`config.mk`:
```
export PLATFORM = sky130hd
export DESIGN_NAME = battery_soc_sag_compensator
export DESIGN_NICKNAME = d
export VERILOG_FILES = /design/src/rtl/bsc_pkg.sv /design/src/rtl/bsc_datapath.sv /design/src/rtl/battery_soc_sag_compensator.sv
export SDC_FILE = /design/constraint.sdc
export NUM_CORES = 1
export LEC_CHECK = 0
export BUFFER_PORTS_ARGS = -buffer_cell sky130_fd_sc_hd__buf_2
export CORE_ASPECT_RATIO = 1.25
export CORE_MARGIN = 2
export CORE_UTILIZATION = 50
export DETAILED_ROUTE_END_ITERATION = 7
export PLACE_DENSITY = 0.77
export SLEW_MARGIN = 20
export SYNTH_ARGS = -nofsm -noshare
export SYNTH_HDL_FRONTEND = slang
export SYNTH_SLANG_ARGS = --single-unit
```
`constraint.sdc`:
```
create_clock -name clock -period 6.8 [get_ports clock]
set_input_delay 1.02 -clock clock [delete_from_list [all_inputs] [get_ports clock]]
set_output_delay 1.02 -clock clock [all_outputs]
set_load 0.02 [all_outputs]
```
`src/rtl/bsc_pkg.sv`:
```
package bsc_pkg;

   localparam int unsigned PcWidth = 4;
   typedef logic [PcWidth-1:0] pc_type;

   localparam logic [15:0] RawMax   = 16'd25600;
   localparam logic [6:0]  PctFull  = 7'd100;
   localparam logic [6:0]  PctMul   = 7'd100;
   localparam logic [6:0]  SatMul   = 7'd101;
   localparam logic [9:0]  VcellMul = 10'd625;
   localparam logic [2:0]  DivLast  = 3'd6;

   localparam logic [14:0] RstDefaultFull = 15'd22528;
   localparam logic [6:0]  RstLearnMin    = 7'd80;
   localparam logic [22:0] RstSagDetect   = 23'd3700000;
   localparam logic [22:0] RstSagRelease  = 23'd3800000;
   localparam logic [15:0] RstHeavyRate   = 16'd1500;
   localparam logic [6:0]  RstSagMinDrop  = 7'd6;
   localparam logic [6:0]  RstMaxDrop     = 7'd3;
   localparam logic [6:0]  RstMaxRise     = 7'd5;

   localparam pc_type PcLearn  = 4'd0;
   localparam pc_type PcSelDiv = 4'd1;
   localparam pc_type PcLimit  = 4'd2;
   localparam pc_type PcSat    = 4'd3;
   localparam pc_type PcDiv    = 4'd4;
   localparam pc_type PcQDone  = 4'd5;
   localparam pc_type PcUv     = 4'd6;
   localparam pc_type PcFirst  = 4'd7;
   localparam pc_type PcEnter  = 4'd8;
   localparam pc_type PcHold   = 4'd9;
   localparam pc_type PcSlew   = 4'd10;
   localparam pc_type PcOut    = 4'd11;

   typedef struct packed {
      logic [15:0]        soc_raw;
      logic [15:0]        vcell_raw;
      logic signed [15:0] crate_rate;
      logic               crate_valid;
      logic               charger_full;
   } req_type;

   typedef struct packed {
      logic [6:0] soc_percent;
      logic       sag_hold;
   } rsp_type;

   typedef struct packed {
      logic [14:0] default_full_x256;
      logic [6:0]  learn_min_percent;
      logic [22:0] sag_detect_uv;
      logic [22:0] sag_release_uv;
      logic [15:0] heavy_load_rate;
      logic [6:0]  sag_min_drop;
      logic [6:0]  max_drop_step;
      logic [6:0]  max_rise_step;
   } cfg_type;

   typedef enum logic [2:0] {
      CSR_DEFAULT_FULL,
      CSR_LEARN_MIN,
      CSR_SAG_DETECT,
      CSR_SAG_RELEASE,
      CSR_HEAVY_RATE,
      CSR_SAG_MIN_DROP,
      CSR_MAX_DROP,
      CSR_MAX_RISE
   } csr_index_type;

   typedef enum logic [3:0] {
      OP_IDLE,
      OP_LEARN,
      OP_SELDIV,
      OP_LIMIT,
      OP_SAT,
      OP_DIV,
      OP_QDONE,
      OP_UV,
      OP_FIRST,
      OP_ENTER,
      OP_HOLD,
      OP_SLEW,
      OP_OUT
   } micro_op_type;

   typedef enum logic [2:0] {
      J_NEXT,
      J_DIVZ,
      J_SAT,
      J_LOOP,
      J_FIRST,
      J_END
   } jump_type;

   typedef struct packed {
      micro_op_type op;
      jump_type     jump;
      pc_type       target;
      logic         cnt_load;
   } cw_type;

   typedef struct packed {
      logic         load;
      micro_op_type op;
   } ctrl_type;

   typedef struct packed {
      logic       divz;
      logic       sat;
      logic       first;
      logic [6:0] corr;
      logic       sag;
   } status_type;

   function automatic cw_type microcode(input pc_type pc);
      cw_type cw;
      unique case (pc)
         PcLearn:  cw = '{op: OP_LEARN,  jump: J_NEXT,  target: PcSelDiv, cnt_load: 1'b0};
         PcSelDiv: cw = '{op: OP_SELDIV, jump: J_NEXT,  target: PcLimit,  cnt_load: 1'b0};
         PcLimit:  cw = '{op: OP_LIMIT,  jump: J_DIVZ,  target: PcUv,     cnt_load: 1'b0};
         PcSat:    cw = '{op: OP_SAT,    jump: J_SAT,   target: PcUv,     cnt_load: 1'b1};
         PcDiv:    cw = '{op: OP_DIV,    jump: J_LOOP,  target: PcDiv,    cnt_load: 1'b0};
         PcQDone:  cw = '{op: OP_QDONE,  jump: J_NEXT,  target: PcUv,     cnt_load: 1'b0};
         PcUv:     cw = '{op: OP_UV,     jump: J_NEXT,  target: PcFirst,  cnt_load: 1'b0};
         PcFirst:  cw = '{op: OP_FIRST,  jump: J_FIRST, target: PcOut,    cnt_load: 1'b0};
         PcEnter:  cw = '{op: OP_ENTER,  jump: J_NEXT,  target: PcHold,   cnt_load: 1'b0};
         PcHold:   cw = '{op: OP_HOLD,   jump: J_NEXT,  target: PcSlew,   cnt_load: 1'b0};
         PcSlew:   cw = '{op: OP_SLEW,   jump: J_NEXT,  target: PcOut,    cnt_load: 1'b0};
         PcOut:    cw = '{op: OP_OUT,    jump: J_END,   target: PcOut,    cnt_load: 1'b0};
         default:  cw = '{op: OP_IDLE,   jump: J_END,   target: PcLearn,  cnt_load: 1'b0};
      endcase
      return cw;
   endfunction

endpackage

```
`src/rtl/bsc_datapath.sv`:
```
module bsc_datapath (
   input  logic                clock,
   input  logic                reset,
   input  bsc_pkg::ctrl_type   ctrl,
   input  bsc_pkg::req_type    req,
   input  bsc_pkg::cfg_type    cfg,
   output bsc_pkg::status_type status
);

   logic [14:0] raw_ff, raw_in;
   logic [15:0] vraw_ff, vraw_in;
   logic [15:0] rate_ff, rate_in;
   logic        rvalid_ff, rvalid_in;
   logic        full_ff, full_in;
   logic [14:0] learned_ff, learned_in;
   logic [14:0] div_ff, div_in;
   logic [21:0] num_ff, num_in;
   logic [21:0] lim_ff, lim_in;
   logic [21:0] dsr_ff, dsr_in;
   logic [6:0]  quo_ff, quo_in;
   logic [6:0]  corr_ff, corr_in;
   logic [22:0] uv_ff, uv_in;
   logic        heavy_ff, heavy_in;
   logic [6:0]  shown_ff, shown_in;
   logic        shown_valid_ff, shown_valid_in;
   logic        sag_ff, sag_in;

   logic [14:0] learn_floor;
   logic [25:0] uv_prod;
   logic [16:0] rate_mag;
   logic [6:0]  drop;
   logic [6:0]  rise;

   assign learn_floor = {cfg.learn_min_percent, 8'd0};
   assign uv_prod     = {10'd0, vraw_ff} * {16'd0, bsc_pkg::VcellMul};
   assign rate_mag    = !rvalid_ff ? 17'd0 :
                        rate_ff[15] ? (17'h10000 - {1'b0, rate_ff}) : {1'b0, rate_ff};
   assign drop        = shown_ff - corr_ff;
   assign rise        = corr_ff - shown_ff;

   always_comb begin
      raw_in         = raw_ff;
      vraw_in        = vraw_ff;
      rate_in        = rate_ff;
      rvalid_in      = rvalid_ff;
      full_in        = full_ff;
      learned_in     = learned_ff;
      div_in         = div_ff;
      num_in         = num_ff;
      lim_in         = lim_ff;
      dsr_in         = dsr_ff;
      quo_in         = quo_ff;
      corr_in        = corr_ff;
      uv_in          = uv_ff;
      heavy_in       = heavy_ff;
      shown_in       = shown_ff;
      shown_valid_in = shown_valid_ff;
      sag_in         = sag_ff;
      if (ctrl.load) begin
         raw_in    = (req.soc_raw > bsc_pkg::RawMax) ? bsc_pkg::RawMax[14:0]
                                                     : req.soc_raw[14:0];
         vraw_in   = req.vcell_raw;
         rate_in   = req.crate_rate;
         rvalid_in = req.crate_valid;
         full_in   = req.charger_full;
      end
      unique case (ctrl.op)
         bsc_pkg::OP_IDLE: begin
         end
         bsc_pkg::OP_LEARN: begin
            if (full_ff && (raw_ff[14:8] >= cfg.learn_min_percent)) begin
               learned_in = raw_ff;
            end
         end
         bsc_pkg::OP_SELDIV: begin
            if ((learned_ff != 15'd0) && (learned_ff >= learn_floor)) begin
               div_in = learned_ff;
            end else begin
               div_in = cfg.default_full_x256;
            end
            num_in = {7'd0, raw_ff} * {15'd0, bsc_pkg::PctMul};
         end
         bsc_pkg::OP_LIMIT: begin
            lim_in  = {7'd0, div_ff} * {15'd0, bsc_pkg::SatMul};
            corr_in = bsc_pkg::PctFull;
         end
         bsc_pkg::OP_SAT: begin
            corr_in = bsc_pkg::PctFull;
            dsr_in  = {1'b0, div_ff, 6'd0};
            quo_in  = 7'd0;
         end
         bsc_pkg::OP_DIV: begin
            if (num_ff >= dsr_ff) begin
               num_in = num_ff - dsr_ff;
               quo_in = {quo_ff[5:0], 1'b1};
            end else begin
               quo_in = {quo_ff[5:0], 1'b0};
            end
            dsr_in = dsr_ff >> 1;
         end
         bsc_pkg::OP_QDONE: begin
            corr_in = quo_ff;
         end
         bsc_pkg::OP_UV: begin
            uv_in    = uv_prod[25:3];
            heavy_in = rate_mag >= {1'b0, cfg.heavy_load_rate};
         end
         bsc_pkg::OP_FIRST: begin
            if (!shown_valid_ff) begin
               shown_valid_in = 1'b1;
               sag_in         = 1'b0;
            end
         end
         bsc_pkg::OP_ENTER: begin
            if (!sag_ff && (uv_ff < cfg.sag_detect_uv) && heavy_ff &&
                (corr_ff <= shown_ff) && (drop >= cfg.sag_min_drop)) begin
               sag_in = 1'b1;
            end
         end
         bsc_pkg::OP_HOLD: begin
            if (sag_ff) begin
               priority if ((uv_ff >= cfg.sag_release_uv) || !heavy_ff) begin
                  sag_in = 1'b0;
               end else if (corr_ff < shown_ff) begin
                  corr_in = shown_ff - 7'd1;
               end else if (corr_ff > shown_ff) begin
                  corr_in = shown_ff;
               end else begin
                  corr_in = corr_ff;
               end
            end
         end
         bsc_pkg::OP_SLEW: begin
            if (!sag_ff) begin
               priority if ((corr_ff < shown_ff) && (drop > cfg.max_drop_step)) begin
                  corr_in = shown_ff - cfg.max_drop_step;
               end else if ((corr_ff > shown_ff) && (rise > cfg.max_rise_step)) begin
                  corr_in = shown_ff + cfg.max_rise_step;
               end else begin
                  corr_in = corr_ff;
               end
            end
         end
         bsc_pkg::OP_OUT: begin
            shown_in = corr_ff;
         end
         default: begin
         end
      endcase
   end

   always_ff @(posedge clock) begin
      raw_ff    <= raw_in;
      vraw_ff   <= vraw_in;
      rate_ff   <= rate_in;
      rvalid_ff <= rvalid_in;
      full_ff   <= full_in;
      div_ff    <= div_in;
      num_ff    <= num_in;
      lim_ff    <= lim_in;
      dsr_ff    <= dsr_in;
      quo_ff    <= quo_in;
      corr_ff   <= corr_in;
      uv_ff     <= uv_in;
      heavy_ff  <= heavy_in;
      if (reset) begin
         learned_ff     <= 15'd0;
         shown_ff       <= 7'd0;
         shown_valid_ff <= 1'b0;
         sag_ff         <= 1'b0;
      end else begin
         learned_ff     <= learned_in;
         shown_ff       <= shown_in;
         shown_valid_ff <= shown_valid_in;
         sag_ff         <= sag_in;
      end
   end

   assign status.divz  = (div_ff == 15'd0);
   assign status.sat   = (num_ff >= lim_ff);
   assign status.first = !shown_valid_ff;
   assign status.corr  = corr_ff;
   assign status.sag   = sag_ff;

endmodule

```
`src/rtl/battery_soc_sag_compensator.sv`:
```
// Channel  Handshake              Payload              Direction
// req      req_valid / req_stall  bsc_pkg::req_type    in, one gauge poll per beat
// rsp      rsp_valid / rsp_stall  bsc_pkg::rsp_type    out, one displayed percent per beat
// csr      csr_valid / csr_ready  csr_index, csr_data  in, register write per beat
//
// A microcoded sequencer runs one poll at a time through a 12-step program with a
// seven-step restoring divide loop; the divide is skipped when the divisor is zero
// or the quotient saturates, and the sag and slew steps are skipped for the first
// sample. The next beat is taken the cycle after the result is loaded. A stalled
// result holds the program at its last step. Synchronous reset clears the learned
// point, the shown value and the sag hold, and restores the configuration
// registers to their reset values.
module battery_soc_sag_compensator (
   input  logic             clock,
   input  logic             reset,
   input  logic             req_valid,
   output logic             req_stall,
   input  bsc_pkg::req_type req_data,
   output logic             rsp_valid,
   input  logic             rsp_stall,
   output bsc_pkg::rsp_type rsp_data,
   input  logic             csr_valid,
   output logic             csr_ready,
   input  logic [2:0]       csr_index,
   input  logic [22:0]      csr_data
);

   bsc_pkg::cfg_type    cfg_ff, cfg_in;
   logic                running_ff, running_in;
   bsc_pkg::pc_type     pc_ff, pc_in;
   logic [2:0]          cnt_ff, cnt_in;
   logic                rsp_valid_ff, rsp_valid_in;
   bsc_pkg::rsp_type    rsp_data_ff, rsp_data_in;

   bsc_pkg::cw_type     cw;
   bsc_pkg::ctrl_type   ctrl;
   bsc_pkg::status_type status;
   logic                accept;
   logic                blocked;
   logic                finish;
   bsc_pkg::pc_type     pc_next;

   assign req_stall = reset | running_ff;
   assign csr_ready = !reset;
   assign accept    = req_valid && !req_stall;
   assign blocked   = rsp_valid_ff && rsp_stall;
   assign cw        = bsc_pkg::microcode(pc_ff);
   assign pc_next   = pc_ff + bsc_pkg::pc_type'(1);
   assign finish    = running_ff && (cw.jump == bsc_pkg::J_END) && !blocked;

   assign ctrl.load = accept;
   assign ctrl.op   = running_ff ? cw.op : bsc_pkg::OP_IDLE;

   bsc_datapath u_datapath (
      .clock  (clock),
      .reset  (reset),
      .ctrl   (ctrl),
      .req    (req_data),
      .cfg    (cfg_ff),
      .status (status)
   );

   always_comb begin
      cfg_in = cfg_ff;
      if (csr_valid && csr_ready) begin
         unique case (bsc_pkg::csr_index_type'(csr_index))
            bsc_pkg::CSR_DEFAULT_FULL: cfg_in.default_full_x256 = csr_data[14:0];
            bsc_pkg::CSR_LEARN_MIN:    cfg_in.learn_min_percent = csr_data[6:0];
            bsc_pkg::CSR_SAG_DETECT:   cfg_in.sag_detect_uv     = csr_data;
            bsc_pkg::CSR_SAG_RELEASE:  cfg_in.sag_release_uv    = csr_data;
            bsc_pkg::CSR_HEAVY_RATE:   cfg_in.heavy_load_rate   = csr_data[15:0];
            bsc_pkg::CSR_SAG_MIN_DROP: cfg_in.sag_min_drop      = csr_data[6:0];
            bsc_pkg::CSR_MAX_DROP:     cfg_in.max_drop_step     = csr_data[6:0];
            bsc_pkg::CSR_MAX_RISE:     cfg_in.max_rise_step     = csr_data[6:0];
            default: begin
            end
         endcase
      end
   end

   always_comb begin
      running_in = running_ff;
      pc_in      = pc_ff;
      cnt_in     = cnt_ff;
      if (!running_ff) begin
         if (accept) begin
            running_in = 1'b1;
            pc_in      = bsc_pkg::PcLearn;
         end
      end else begin
         if (cw.cnt_load) begin
            cnt_in = bsc_pkg::DivLast;
         end else if (cw.jump == bsc_pkg::J_LOOP) begin
            cnt_in = cnt_ff - 3'd1;
         end
         unique case (cw.jump)
            bsc_pkg::J_NEXT:  pc_in = pc_next;
            bsc_pkg::J_DIVZ:  pc_in = status.divz ? cw.target : pc_next;
            bsc_pkg::J_SAT:   pc_in = status.sat ? cw.target : pc_next;
            bsc_pkg::J_LOOP:  pc_in = (cnt_ff != 3'd0) ? cw.target : pc_next;
            bsc_pkg::J_FIRST: pc_in = status.first ? cw.target : pc_next;
            bsc_pkg::J_END: begin
               if (blocked) begin
                  pc_in = cw.target;
               end else begin
                  running_in = 1'b0;
                  pc_in      = bsc_pkg::PcLearn;
               end
            end
            default: pc_in = bsc_pkg::PcLearn;
         endcase
      end
   end

   always_comb begin
      rsp_valid_in = rsp_valid_ff;
      rsp_data_in  = rsp_data_ff;
      if (finish) begin
         rsp_valid_in            = 1'b1;
         rsp_data_in.soc_percent = status.corr;
         rsp_data_in.sag_hold    = status.sag;
      end else if (!rsp_stall) begin
         rsp_valid_in = 1'b0;
      end
   end

   always_ff @(posedge clock) begin
      rsp_data_ff <= rsp_data_in;
      cnt_ff      <= cnt_in;
      if (reset) begin
         cfg_ff.default_full_x256 <= bsc_pkg::RstDefaultFull;
         cfg_ff.learn_min_percent <= bsc_pkg::RstLearnMin;
         cfg_ff.sag_detect_uv     <= bsc_pkg::RstSagDetect;
         cfg_ff.sag_release_uv    <= bsc_pkg::RstSagRelease;
         cfg_ff.heavy_load_rate   <= bsc_pkg::RstHeavyRate;
         cfg_ff.sag_min_drop      <= bsc_pkg::RstSagMinDrop;
         cfg_ff.max_drop_step     <= bsc_pkg::RstMaxDrop;
         cfg_ff.max_rise_step     <= bsc_pkg::RstMaxRise;
         running_ff               <= 1'b0;
         pc_ff                    <= bsc_pkg::PcLearn;
         rsp_valid_ff             <= 1'b0;
      end else begin
         cfg_ff       <= cfg_in;
         running_ff   <= running_in;
         pc_ff        <= pc_in;
         rsp_valid_ff <= rsp_valid_in;
      end
   end

   assign rsp_valid = rsp_valid_ff;
   assign rsp_data  = rsp_data_ff;

endmodule

```
======== After elaboration in Yosys (flattened, before gate mapping) ========
Memories as Yosys holds them, arrays and structs flattened. A register that Yosys moved wholly into a read port is not among the register bits.
Cells that the tools add are included.
operators by class
  $add $sub $neg .......................... 9
  $mul .................................... 3
  divide/modulo/power cells ............... 0
  magnitude comparators ................... 14
  equal/unequal tests ..................... 33
  shift operators ......................... 0
  mux-type cells .......................... 39
  bitwise logic cells ..................... 1
  reductions and logical operators ........ 44
operators by type and width
  cell                    count
  $pmux 22 s2             2
  $mux 7                  7
  $ge 22x22->1            2
  $mux 4                  10
  $mux 17                 2
  $pmux 7 s4              1
  $mul 16x10->26 const B  1
  $pmux 4 s6              1
  $ge 23x23->1            1
  $lt 23x23->1            1
  $mul 15x7->22 const B   1
  $mux 22                 1
  $reduce_and 2->1        11
  $sub 22x22->22          1
  $gt 7x7->1              3
  $sub 7x7->7             3
  $eq 4x4->1 const B      5
  $mul 15x5->20 const B   1
  $eq 3x3->1 const B      6
  $ge 17x16->1            1
  $sub 17x16->17 const A  1
  $eq 4x3->1 const B      4
  $gt 16x15->1 const B    1
  $ge 15x15->1            1
  32 further kinds        75
word-level totals
  register bits after elaboration ......... 314
  bits in latches ......................... 0
  memory bits (writable) .................. 0
  bits in read-only memories .............. 192
  input port bits ......................... 81
  output and inout bits ................... 11
  word-level logic and storage cells ...... 175
  memories ................................ 1
memories
  memory            depth  width  read ports  clocked after Yosys merged registers in  wr ports  RTL line        source
  (name not given)  16     12     1           1                                        0         bsc_pkg.sv:117  unique case (pc)

======== Longest topological paths before layout ========
Gate-level depths: netlist of the first run.
  word-level depth ........................ 7
  gate-level depth with buffers ........... 28
  mapped depth without buffers ............ 27

======== By module ========
A second synthesis of the first run with hierarchy kept.
second synthesis, totals
  cells, all modules ...................... 2560
  area, all modules ....................... 23672.7 um^2
modules (own cells, without submodules)
  module                       instances  cells each  area an instance (um^2)  seq. area each (um^2)
  bsc_datapath                 1          1969        18545.3                  5495.3
  battery_soc_sag_compensator  1          591         5127.4                   2772.7

======== Least setup slack after synthesis of the first run ========
OpenSTA, ideal clock, no wires.
  kind .................................... input to register
  start ................................... input port reset
  end ..................................... register cw[5] (netlist name)
  setup time .............................. 0.119 ns
  arrival ................................. 5.487 ns
  required time ........................... 6.681 ns
  path slack .............................. 1.195 ns
  stages .................................. 11
  path buffers ............................ 1
  cells stage by stage .................... clkbuf_1 or2_2 nor2_1 nor2_1 and2_1 a221o_1 nand2_1 inv_1 ha_1 or4b_1 o221a_2
on the way
  cells in the longest elaborated chain, start to end .. 6
RTL lines
  item                            RTL line                           source
  from (decl)                     battery_soc_sag_compensator.sv:15  input logic reset,
  $or 1x1->1                      battery_soc_sag_compensator.sv:43  assign req_stall = reset | running_ff;
  net req_stall                   battery_soc_sag_compensator.sv:17  output logic req_stall,
  $logic_not 1->1                 battery_soc_sag_compensator.sv:45  assign accept = req_valid && !req_stall;
  $logic_and 1x1->1               battery_soc_sag_compensator.sv:45
  net accept                      battery_soc_sag_compensator.sv:38  logic accept;
  $reduce_bool 2->1 (no line)     -
  $mux 4 (no line) (2 in series)  -
The timed path passes the listed nets, and every way through them passes these cells.
A chain may end at the register's enable or synchronous reset.

======== Worst setup path after layout of the first run ========
  start ................................... register u_datapath.corr_ff[1]
  end ..................................... register u_datapath.corr_ff[6], data pin
on the way
  cells in the longest elaborated chain, start to end .. 6
  elaborated cells between the ends (all ways) .. 10
  those cells by class .................... add/sub (1); order compare (2); mux (6); reduce/logical (1)
RTL lines
  item                       RTL line             source
  from (decl)                bsc_datapath.sv:21   logic [6:0] corr_ff, corr_in;
  from (signal assigned)     bsc_datapath.sv:163  corr_ff <= corr_in;
  $sub 7x7->7                bsc_datapath.sv:38   assign drop = shown_ff - corr_ff;
  $gt 7x7->1                 bsc_datapath.sv:135  priority if ((corr_ff < shown_ff) && (drop > cfg.max_drop_step)) begin
  $logic_and 1x1->1          bsc_datapath.sv:135
  $mux 7                     bsc_datapath.sv:135
  $mux 7                     bsc_datapath.sv:134  if (!sag_ff) begin
  $pmux 7 s4 *               bsc_datapath.sv:67   unique case (ctrl.op)
  net u_datapath.corr_in[6]  bsc_datapath.sv:21
The timed path passes the listed nets; every way through them passes the cells marked *. The select of a mux whose other input is x is not followed.

==> summary.txt, run 1 <==
Pwr
  • VDD IR max: 0.195 mV
  • Leak: 11.8 nW
  • PwrDens: 204 nW/µm²
  • Tot Pwr: 5.23 mW

Critical path
  • Worst path cell trace: inv_1, ha_1, a21o_1, a21o_1, a21o_1, a21oi_1, xnor2_1, ha_1, a21o_1, a21o_1, o22ai_1, or3_1, mux2_2, ha_1, fa_1, nor2b_1, o21ai_0, a21boi_0, o21ai_1, a21oi_1, or4b_1, o2111ai_1, mux2i_1, nor2_1
  • CP peak stage delay: 480 ps
  • CP Max Fanout: 13
  • Crit-path most repeated cell: a21o_1
  • Crit Path Category: flip-flop to flip-flop
  • WP data arrival: 6410 ps
  • Worst path required time: 7070 ps
  • R2R cell count: 24
  • Startpoint types: flip-flop
  • Crit path capture type: flip-flop
  • CP max stage cell: edfxtp_1

Yosys
  • Fraction of synthesized area in multiplexers: 2.39%
  • Yosys top cell area share: 22.8%
  • Post-Syn Area: 23500 µm²
  • Mapped Avg Cell Area: 9.42 µm²
  • Async set or reset register ratio after synthesis: 0%
  • Top_reg_cell synth: edfxtp_1
  • Yosys cell types: 76
  • Post-Synth Adder-Cell Area: 25.0%
  • Synth area leaders: edfxtp_1 23%, ha_1 19%, dfxtp_1 12%, inv_1 6.6%, fa_1 5.8%
  • Yosys warning total: 0
  • Cell count after synthesis: 2492
  • Area fraction in compound gates after synthesis: 13.3%
  • EDFF count, synth: 178
  • Synth area leader: edfxtp_1
  • Register area share after synthesis: 35.2%
  • Synth Area in XOR/XNOR: 3.73%
  • Syn nets: 3001
  • Main combinational cell family by area after synthesis: adder cells
  • Yosys reg bits: 324
  • Post-synthesis simple-gate area fraction: 12.6%

Timing
  • RSZ-0062 raised after global routing: no
  • Setup TNS Final: 0 ps
  • Achievable Freq: 163 MHz
  • Worst Max-Slew Pin Slew: 1090 ps
  • Clk_skew: 37.6 ps
  • Worst hold margin: 456 ps
  • Final setup viols: 0
  • Worst setup margin: 661 ps
  • Max_slew headroom: 27.6%
  • Minimum clock period: 6140 ps
  • Hold Violations, Final: 0
  • Final period utilization: 90.3%
  • Slew Limit Fails: 0

Clock network
  • Postcts setup bufs: 0
  • H-tree levels: 2
  • Clock Latency Late Sink: 550 ps
  • Hold buffers post-CTS: 0
  • # resized after CTS: 0
  • CTS tree: built
  • Root Buffer: clkbuf_16
  • CTS buffer count: 34
  • Sinks on Clock Net: 324
  • CTS Buffer Depth: 3
  • Clk pin slew, worst setup/hold paths: 60 ps

Global route
  • GRT overflow: 0
  • Initial antenna violation count: 4
  • First-pass GRT wire length: 90000 µm
  • Gr usage total: 23.0%
  • Vias in the first global route: 18000
  • Pin count of the biggest net entering global routing: 87

Place
  • Final GP Congestion: 0.928
  • Worst slack, placed: 768 ps
  • DPL Wire Length: 43500 µm
  • Inst Count DP: 3110
  • Area after DPL: 24500 µm²
  • IO buf count: 91

Drt
  • Wire per inst: 17.4 µm
  • Vias per inst: 5.54
  • Drt first pass iters: 7
  • Post-route ant nets: 0
  • Initial drt markers: 963
  • Final WL: 55100 µm
  • Routed vias: 17600
  • DR DRC count: 0

Min path
  • Worst min-delay path category: flip-flop to flip-flop
  • Hold depth: 2

Floorplan
  • Die width: 198 µm
  • Ports: 92
  • Die area: 48700 µm²
  • FP Rows: 88
  • Die height: 246 µm
  • Core area: 46200 µm²
  • Initial Util: 50.8%

Final layout
  • Fin cells: 3174
  • Register Area: 8270 µm²
  • Final design area excluding fillers: 25700 µm²
  • P&R area growth vs syn: 9.29%
  • Nets: 3071
  • Final core occ: 55.5%
  • Area of the multi-input gates: 13400 µm²
  • Layout cell share with drive strength beyond 1: 8.23%
  • Filler cell count in the final layout: 3925

Outcome
  • Run status: completed

Job
  • Max-cap violations: 0
cell type report:
class                           instances  share of cell area, %
Clock inverter                         19                  0.624
Clock buffer                           42                   3.76
Inverter                              414                   6.06
Tap cell                              585                   2.85
Antenna cell                            2                 0.0195
Multi-Input combinational cell       1685                   52.3
Timing Repair Buffer                  103                   2.15
Sequential cell                       324                   32.2
Yosys cell counts, types with 6 or more instances:
library cell,instances
buf_1,6
or2_2,10
o31ai_1,13
xor2_1,26
o21bai_1,9
and2_1,37
dfxtp_1,146
nor2_1,132
o21a_1,25
xnor2_1,74
o21ai_0,88
nor4_1,11
edfxtp_1,178
a21oi_1,160
and3_1,10
nand2_1,223
a211o_1,7
clkbuf_1,57
o211ai_1,40
nand3_1,51
mux2_2,17
nand2b_1,32
mux2i_1,37
a31oi_1,12
nor3_1,30
or3_1,13
fa_1,68
nor2b_1,21
a21o_1,56
o21ai_1,7
nand4_1,18
ha_1,360
inv_1,414
where the power goes:
group	leakage [nW]	internal, mW	switching [mW]	total [mW]
Clock	0.559	1.09	0.811	1.90
Combinational	8.42	0.486	0.643	1.13
Sequential	2.79	2.15	0.0408	2.19
Total	11.8	3.73	1.49	5.23
registers in the layout, summed over array words and instances, names as in the netlist, 8 cells and up:
signal,flops
u_datapath.raw_ff,15
u_datapath.vraw_ff,16
u_datapath.rate_ff,16
u_datapath.num_ff,22
cfg_ff,105
cw,11
rsp_data,8
u_datapath.dsr_ff,21
u_datapath.learned_ff,15
u_datapath.lim_ff,22
u_datapath.div_ff,15
u_datapath.uv_ff,23
worst paths after layout:
kind	slack (ps)	endpoint	startpoint
worst max-delay path	660	u_datapath.corr_ff[6]	u_datapath.corr_ff[1]
worst min-delay path	460	cfg_ff[82]	cfg_ff[82]
worst max register to register	660	u_datapath.corr_ff[6]	u_datapath.corr_ff[1]
worst min register to register	460	cfg_ff[82]	cfg_ff[82]
logic make-up after synthesis:
logic type,after synthesis
muxes,54
buffers and inverters,483
and+or+nand+nor,617
AOI/OAI and AO/OA,485
DFF,324
xor gates and xnor gates,100
adders and majority gates,429
worst max-delay path, delay by kind of cell (launching register included):
kind / cells / cell delay (ps)
fa+ha+maj: 4 / 1250
xor+xnor: 1 / 180
flops: 1 / 480
simple gates: 4 / 1040
buf+inv: 1 / 120
mux: 2 / 600
compound gates: 12 / 2210
routing by layer:
metal | GRT usage, % | routed length [µm] | up-vias
met5 | 0 | 26 | -
met4 | 10.9 | 2650 | 4
met3 | 3.11 | 2260 | 156
met2 | 42.0 | 28000 | 404
met1 | 26.5 | 22200 | 8369
li1 | - | - | 8652
layout by cell type, fill, tap and decap left out, types with 9 or more instances in the layout:
cell type  Yosys  layout
nor2b_1       21      21
nor3_1        30      27
nand3_1       51      51
and2_1        37      37
nor2_1       132     129
a21o_1        56      56
o21a_1        25      25
a31oi_1       12      12
o21bai_1       9       9
o211ai_1      40      40
mux2i_1       37      37
nor4_1        11      11
buf_4          1      12
xnor2_1       74      74
clkbuf_16      0      37
inv_1        414     414
nand2b_1      32      32
nand4_1       18      18
o21ai_0       88      88
mux2_2        17      17
o31ai_1       13      13
buf_2          4      90
a21oi_1      160     160
and3_1        10       9
or2_2         10      10
nand2_1      223     223
fa_1          68      68
or3_1         13      13
edfxtp_1     178     178
xor2_1        26      26
ha_1         360     360
dfxtp_1      146     146
Note: power is estimated with default switching activity, not from simulation.
==> run 2: changes to the inputs <==
==> constraint.sdc (replaced) <==
create_clock -name clock -period 7.25 [get_ports clock]
set_input_delay 1.0875 -clock clock [delete_from_list [all_inputs] [get_ports clock]]
set_output_delay 1.0875 -clock clock [all_outputs]
set_load 0.02 [all_outputs]
==> run 2 against run 1 <==
Against the previous run: first-iteration DRC count rose by 6.4%; via count rose by 0.23%; non-clock buffer count fell by 1; clock power fell by 6%; routed wire length rose by 0.64%; sequential share of layout area barely moved; critical endpoint unchanged; register-to-register slack improved by 390 ps; largest power group unchanged; combinational power fell by 5%.
==> summary.txt, run 2 (synthesized netlist as in run 1, its figures left out) <==
Outcome
  • Run status: completed

Pwr
  • Tot Pwr: 4.91 mW
  • VDD IR max: 0.197 mV
  • PwrDens: 191 nW/µm²
  • Leak: 11.8 nW

Critical path
  • Crit path capture type: flip-flop
  • R2R cell count: 24
  • Crit Reg-Reg Endpoint: u_datapath.corr_ff[6]
  • R2r startpoint: u_datapath.corr_ff[1]
  • WP data arrival: 6470 ps
  • Crit Path Category: flip-flop to flip-flop
  • R2R setup slack: 1050 ps
  • CP Max Fanout: 13
  • Worst path required time: 7520 ps
  • Startpoint types: flip-flop

Drt
  • Final WL: 55500 µm
  • DR DRC count: 0
  • Vias per inst: 5.55
  • Met1 Wirelength: 22300 µm
  • Post-route ant nets: 0
  • Highest routed layer: met5
  • Initial drt markers: 1025
  • Routed vias: 17600
  • WL met2: 28400 µm
  • Drt first pass iters: 5
  • Wire per inst: 17.5 µm
  • Met3 WL: 2410 µm

Min path
  • Worst min-delay path endpoint: cfg_ff[40]
  • Hold path startpoint: cfg_ff[40]
  • Worst min-delay path category: flip-flop to flip-flop
  • Hold depth: 2

Clock network
  • Sinks on Clock Net: 324
  • # resized after CTS: 0
  • CTS tree: built
  • CTS buffer count: 35
  • Clock Latency Late Sink: 540 ps
  • H-tree levels: 2
  • Hold buffers post-CTS: 0
  • CTS Buffer Depth: 3
  • Root Buffer: clkbuf_16
  • Postcts setup bufs: 0
  • Clk pin slew, worst setup/hold paths: 60 ps

Global route
  • Initial antenna violation count: 4
  • First-pass GRT wire length: 91000 µm
  • Pin count of the biggest net entering global routing: 90
  • Gr usage total: 23.3%
  • GRT overflow: 0
  • Vias in the first global route: 18100

Timing
  • Max_slew headroom: 25.6%
  • Achievable Freq: 161 MHz
  • Worst hold margin: 456 ps
  • Setup TNS Final: 0 ps
  • Final period utilization: 85.5%
  • RSZ-0062 raised after global routing: no
  • Final setup viols: 0
  • Worst Max-Slew Pin Slew: 1120 ps
  • Worst setup margin: 1050 ps
  • Minimum clock period: 6200 ps
  • Slew Limit Fails: 0
  • Clk_skew: 27.7 ps
  • Hold Violations, Final: 0

Floorplan
  • FP Rows: 88
  • Die width: 198 µm
  • Core area: 46200 µm²
  • Ports: 92
  • Die height: 246 µm
  • Initial Util: 50.8%
  • Die area: 48700 µm²

Final layout
  • Final core occ: 55.5%
  • Most flop-heavy register: cfg_ff
  • Layout cell share with drive strength beyond 1: 8.00%
  • Largest regs: cfg_ff: 105 flops, u_datapath.uv_ff: 23 flops
  • Nets: 3071
  • Fin cells: 3174
  • Commonest non-fill, non-tap cells in the layout: 414 x inv_1, 360 x ha_1, 223 x nand2_1
  • Max reg flops: 105
  • Commonest non-fill, non-tap cell in the layout: inv_1
  • Filler cell count in the final layout: 4024
  • P&R area growth vs syn: 9.25%
  • Final design area excluding fillers: 25700 µm²

Place
  • Final GP Congestion: 0.941
  • Inst Count DP: 3110
  • DPL Wire Length: 43400 µm
  • IO buf count: 91
  • Area after DPL: 24500 µm²
  • Worst slack, placed: 1200 ps

Job
  • Max-cap violations: 0
run 2: cell count changes in the layout (fill, tap and decap cells not counted), sizes merged:
cell	change
buf	-1
bufinv	-1
clkinvlp	-2
clkinv	-5
inv	-3
clkbuf	+12
run 2: routing by layer:
layer	global-route usage [%]	vias up
met1	26.9	8422
met2	43.1	418
li1	-	8646
met5	0	-
met4	9.73	4
met3	3.22	135
run 2: critical path, stage by stage (launching register included):
cell       delay (ps)
edfxtp_1          460
inv_1             120
ha_1              340
a21o_1            180
a21o_1            200
a21o_1            170
a21oi_1           190
xnor2_1           180
ha_1              280
a21o_1            160
a21o_1            170
o22ai_1           330
or3_1             410
mux2_2            400
ha_1              210
fa_1              410
nor2b_1           110
o21ai_0           100
a21boi_0          280
o21ai_1           180
a21oi_1           160
or4b_1            440
o2111ai_1         150
mux2i_1           230
nor2_1             70
run 2: report_power, final:
group	internal (mW)	total (mW)	leakage (nW)	switching [mW]
combinational	0.456	1.07	8.41	0.611
sequential	2.02	2.06	2.79	0.0383
clock	1.04	1.78	0.555	0.746
total	3.51	4.91	11.8	1.40
run 2: cell type report:
| type | count | area [µm²] | area share [%] |
|---|---|---|---|
| clock buffer | 54 | 1050 | 4.09 |
| sequential | 324 | 8270 | 32.2 |
| clock inverter | 8 | 77.6 | 0.302 |
| inverter | 414 | 1550 | 6.06 |
| multi-input combinational | 1685 | 13400 | 52.3 |
| tap | 585 | 732 | 2.85 |
| timing repair buffer | 102 | 541 | 2.11 |
| antenna | 2 | 5.00 | 0.0195 |
run 2: how the worst max path moves through the flow:
stage                                       from               endpoint  slack (ps)  cells past startpoint
final                      u_datapath.corr_ff[1]  u_datapath.corr_ff[6]        1050                     24
after global routing       u_datapath.corr_ff[1]  u_datapath.corr_ff[6]         630                     24
after CTS                  u_datapath.corr_ff[1]  u_datapath.corr_ff[6]        1160                     24
after detailed placement  u_datapath.shown_ff[0]  u_datapath.corr_ff[6]        1200                     25
after global placement    u_datapath.shown_ff[0]  u_datapath.corr_ff[6]        1300                     25
after floorplan                            reset                  cw[5]        1580                     11
==> run 3: changes to the inputs <==
--- a/config.mk
+++ b/config.mk
@@ -10,7 +10,7 @@
 export CORE_MARGIN = 2
 export CORE_UTILIZATION = 50
 export DETAILED_ROUTE_END_ITERATION = 7
-export PLACE_DENSITY = 0.77
+export PLACE_DENSITY = 0.67
 export SLEW_MARGIN = 20
 export SYNTH_ARGS = -nofsm -noshare
 export SYNTH_HDL_FRONTEND = slang
==> run 3 against run 2 <==
Against the previous run: sequential share of layout area is essentially flat; design area increased by 0.15%; critical path type unchanged; critical path depth is 1 higher; hold slack got worse by 4.3 ps; sequential cell count did not move; routed wire length is 1.4% lower; clock skew down 5.3 ps.
==> summary.txt, run 3 (synthesized netlist as in run 1, its figures left out) <==
Timing
  • RSZ-0062 raised after global routing: no
  • Worst setup margin: 1130 ps
  • Minimum clock period: 6120 ps
  • Setup TNS Final: 0 ps
  • Max_slew headroom: 31.9%
  • Clk_skew: 22.4 ps
  • Achievable Freq: 163 MHz
  • Final period utilization: 84.4%
  • Hold Violations, Final: 0
  • Worst Max-Slew Pin Slew: 1020 ps
  • Final setup viols: 0
  • Slew Limit Fails: 0

Final layout
  • Layout cell share with drive strength beyond 1: 8.29%
  • P&R area growth vs syn: 9.41%
  • Filler cell count in the final layout: 4137
  • Fin cells: 3179
  • Commonest non-fill, non-tap cells in the layout: 414 x inv_1, 360 x ha_1, 223 x nand2_1
  • Nets: 3075
  • Most flop-heavy register: cfg_ff
  • Max reg flops: 105
  • Commonest non-fill, non-tap cell in the layout: inv_1
  • Largest regs: cfg_ff: 105 flops, u_datapath.uv_ff: 23 flops

Critical path
  • Startpoint types: flip-flop
  • Crit Path Category: flip-flop to flip-flop
  • WP data arrival: 6400 ps
  • R2r startpoint: u_datapath.shown_ff[0]
  • R2R setup slack: 1130 ps
  • R2R cell count: 25
  • Crit Reg-Reg Endpoint: u_datapath.corr_ff[6]
  • Crit path capture type: flip-flop
  • Worst path required time: 7530 ps
  • CP Max Fanout: 13

Global route
  • GRT overflow: 0
  • Initial antenna violation count: 4
  • Gr usage total: 23.0%
  • First-pass GRT wire length: 89300 µm
  • Vias in the first global route: 17400
  • Pin count of the biggest net entering global routing: 63

Place
  • Worst slack, placed: 1190 ps
  • DPL Wire Length: 43400 µm
  • IO buf count: 91
  • Inst Count DP: 3114
  • Final GP Congestion: 0.906

Floorplan
  • Die width: 198 µm
  • Core area: 46200 µm²
  • FP Rows: 88
  • Initial Util: 50.8%
  • Ports: 92
  • Die area: 48700 µm²
  • Die height: 246 µm

Clock network
  • Clk pin slew, worst setup/hold paths: 60 ps
  • Clock Latency Late Sink: 540 ps
  • H-tree levels: 2
  • Postcts setup bufs: 0
  • # resized after CTS: 0
  • Sinks on Clock Net: 324
  • CTS buffer count: 35
  • Hold buffers post-CTS: 0
  • CTS Buffer Depth: 3
  • Root Buffer: clkbuf_16
  • CTS tree: built

Drt
  • Wire per inst: 17.2 µm
  • DR DRC count: 0
  • Initial drt markers: 844
  • Drt first pass iters: 5
  • Post-route ant nets: 0
  • Final WL: 54700 µm
  • Routed vias: 17400
  • Vias per inst: 5.46

Pwr
  • PwrDens: 190 nW/µm²
  • Leak: 11.8 nW
  • VDD IR max: 0.182 mV

Min path
  • Worst min-delay path category: flip-flop to flip-flop
  • Hold depth: 2
  • Worst min-delay path endpoint: cfg_ff[96]
  • Hold path startpoint: cfg_ff[96]

Outcome
  • Run status: completed

Job
  • Max-cap violations: 0
[run 3: cell types whose count changed in the layout (fill, tap and decap cells not counted), moves of 2 or more]
cell / previous run / this run
buf_4: 12 / 16
clkinv_2: 3 / 6
clkbuf_1: 11 / 7
clkinv_1: 0 / 2
[run 3: worst max-delay path, cell delays in order, from the launching register on]
cell and delay, ps:
dfxtp_1 320, inv_1 170, ha_1 190, inv_1 60, fa_1 390, a21o_1 170
a21oi_1 240, o21bai_1 90, a21oi_1 180, xnor2_1 180, ha_1 290, a21o_1 160
o22ai_1 320, or3_1 380, mux2_2 390, ha_1 210, fa_1 400, nor2b_1 140
o21ai_0 110, a21boi_0 270, o21ai_1 170, a21oi_1 150, or4b_1 430, o2111ai_1 160
mux2i_1 220, nor2_1 60
[run 3: worst max path at each step]
stage,startpoint,endpoint,cells after the start
final,u_datapath.shown_ff[0],u_datapath.corr_ff[6],25
after CTS,u_datapath.corr_ff[1],u_datapath.corr_ff[6],24
after detailed placement,u_datapath.corr_ff[1],u_datapath.corr_ff[6],24
after global placement,u_datapath.corr_ff[1],u_datapath.corr_ff[6],24
after floorplan,reset,cw[5],11
after global routing,u_datapath.shown_ff[0],u_datapath.corr_ff[6],25
[run 3: power by group]
group / leakage, nW / switching, mW / total, mW / internal, mW
Sequential: 2.79 / 0.0358 / 2.06 / 2.02
Clock: 0.566 / 0.750 / 1.78 / 1.03
Combinational: 8.43 / 0.602 / 1.06 / 0.454
[run 3: final cells by class]
| class | count | area (µm²) | share of cell area, % |
|---|---|---|---|
| Antenna cell | 1 | 2.50 | 0.00974 |
| Tap cell | 585 | 732 | 2.85 |
| Timing Repair Buffer | 106 | 571 | 2.22 |
| Inverter | 414 | 1550 | 6.05 |
| Clock inverter | 15 | 121 | 0.472 |
| Clock buffer | 49 | 1020 | 3.97 |
| Sequential cell | 324 | 8270 | 32.2 |
| Multi-Input combinational cell | 1685 | 13400 | 52.2 |
[run 3: metal layers]
layer  track usage [%]  part of all wire, %  vias to the layer above
li1                  -                    -                     8679
met1              27.4                   42                     8289
met2              42.2                   51                      279
met3              2.74                  2.8                      106
met4              8.87                  3.9                        6
met5                 0                0.068                        -
[run 3: metrics by stage]
step / power (mW) / hold WS, ps / util (%) / area [µm²]
6_report: 4.89 / 451 / 55.6 / 25700
3_5_place_dp: 3.15 / 445 / 53.1 / 24500
4_1_cts: 4.94 / 455 / 55.5 / 25700
2_1_floorplan: 2.89 / 433 / - / 23500
3_3_place_gp: 3.12 / 442 / 53.1 / 24500
5_1_grt: 5.16 / 468 / 55.6 / 25700
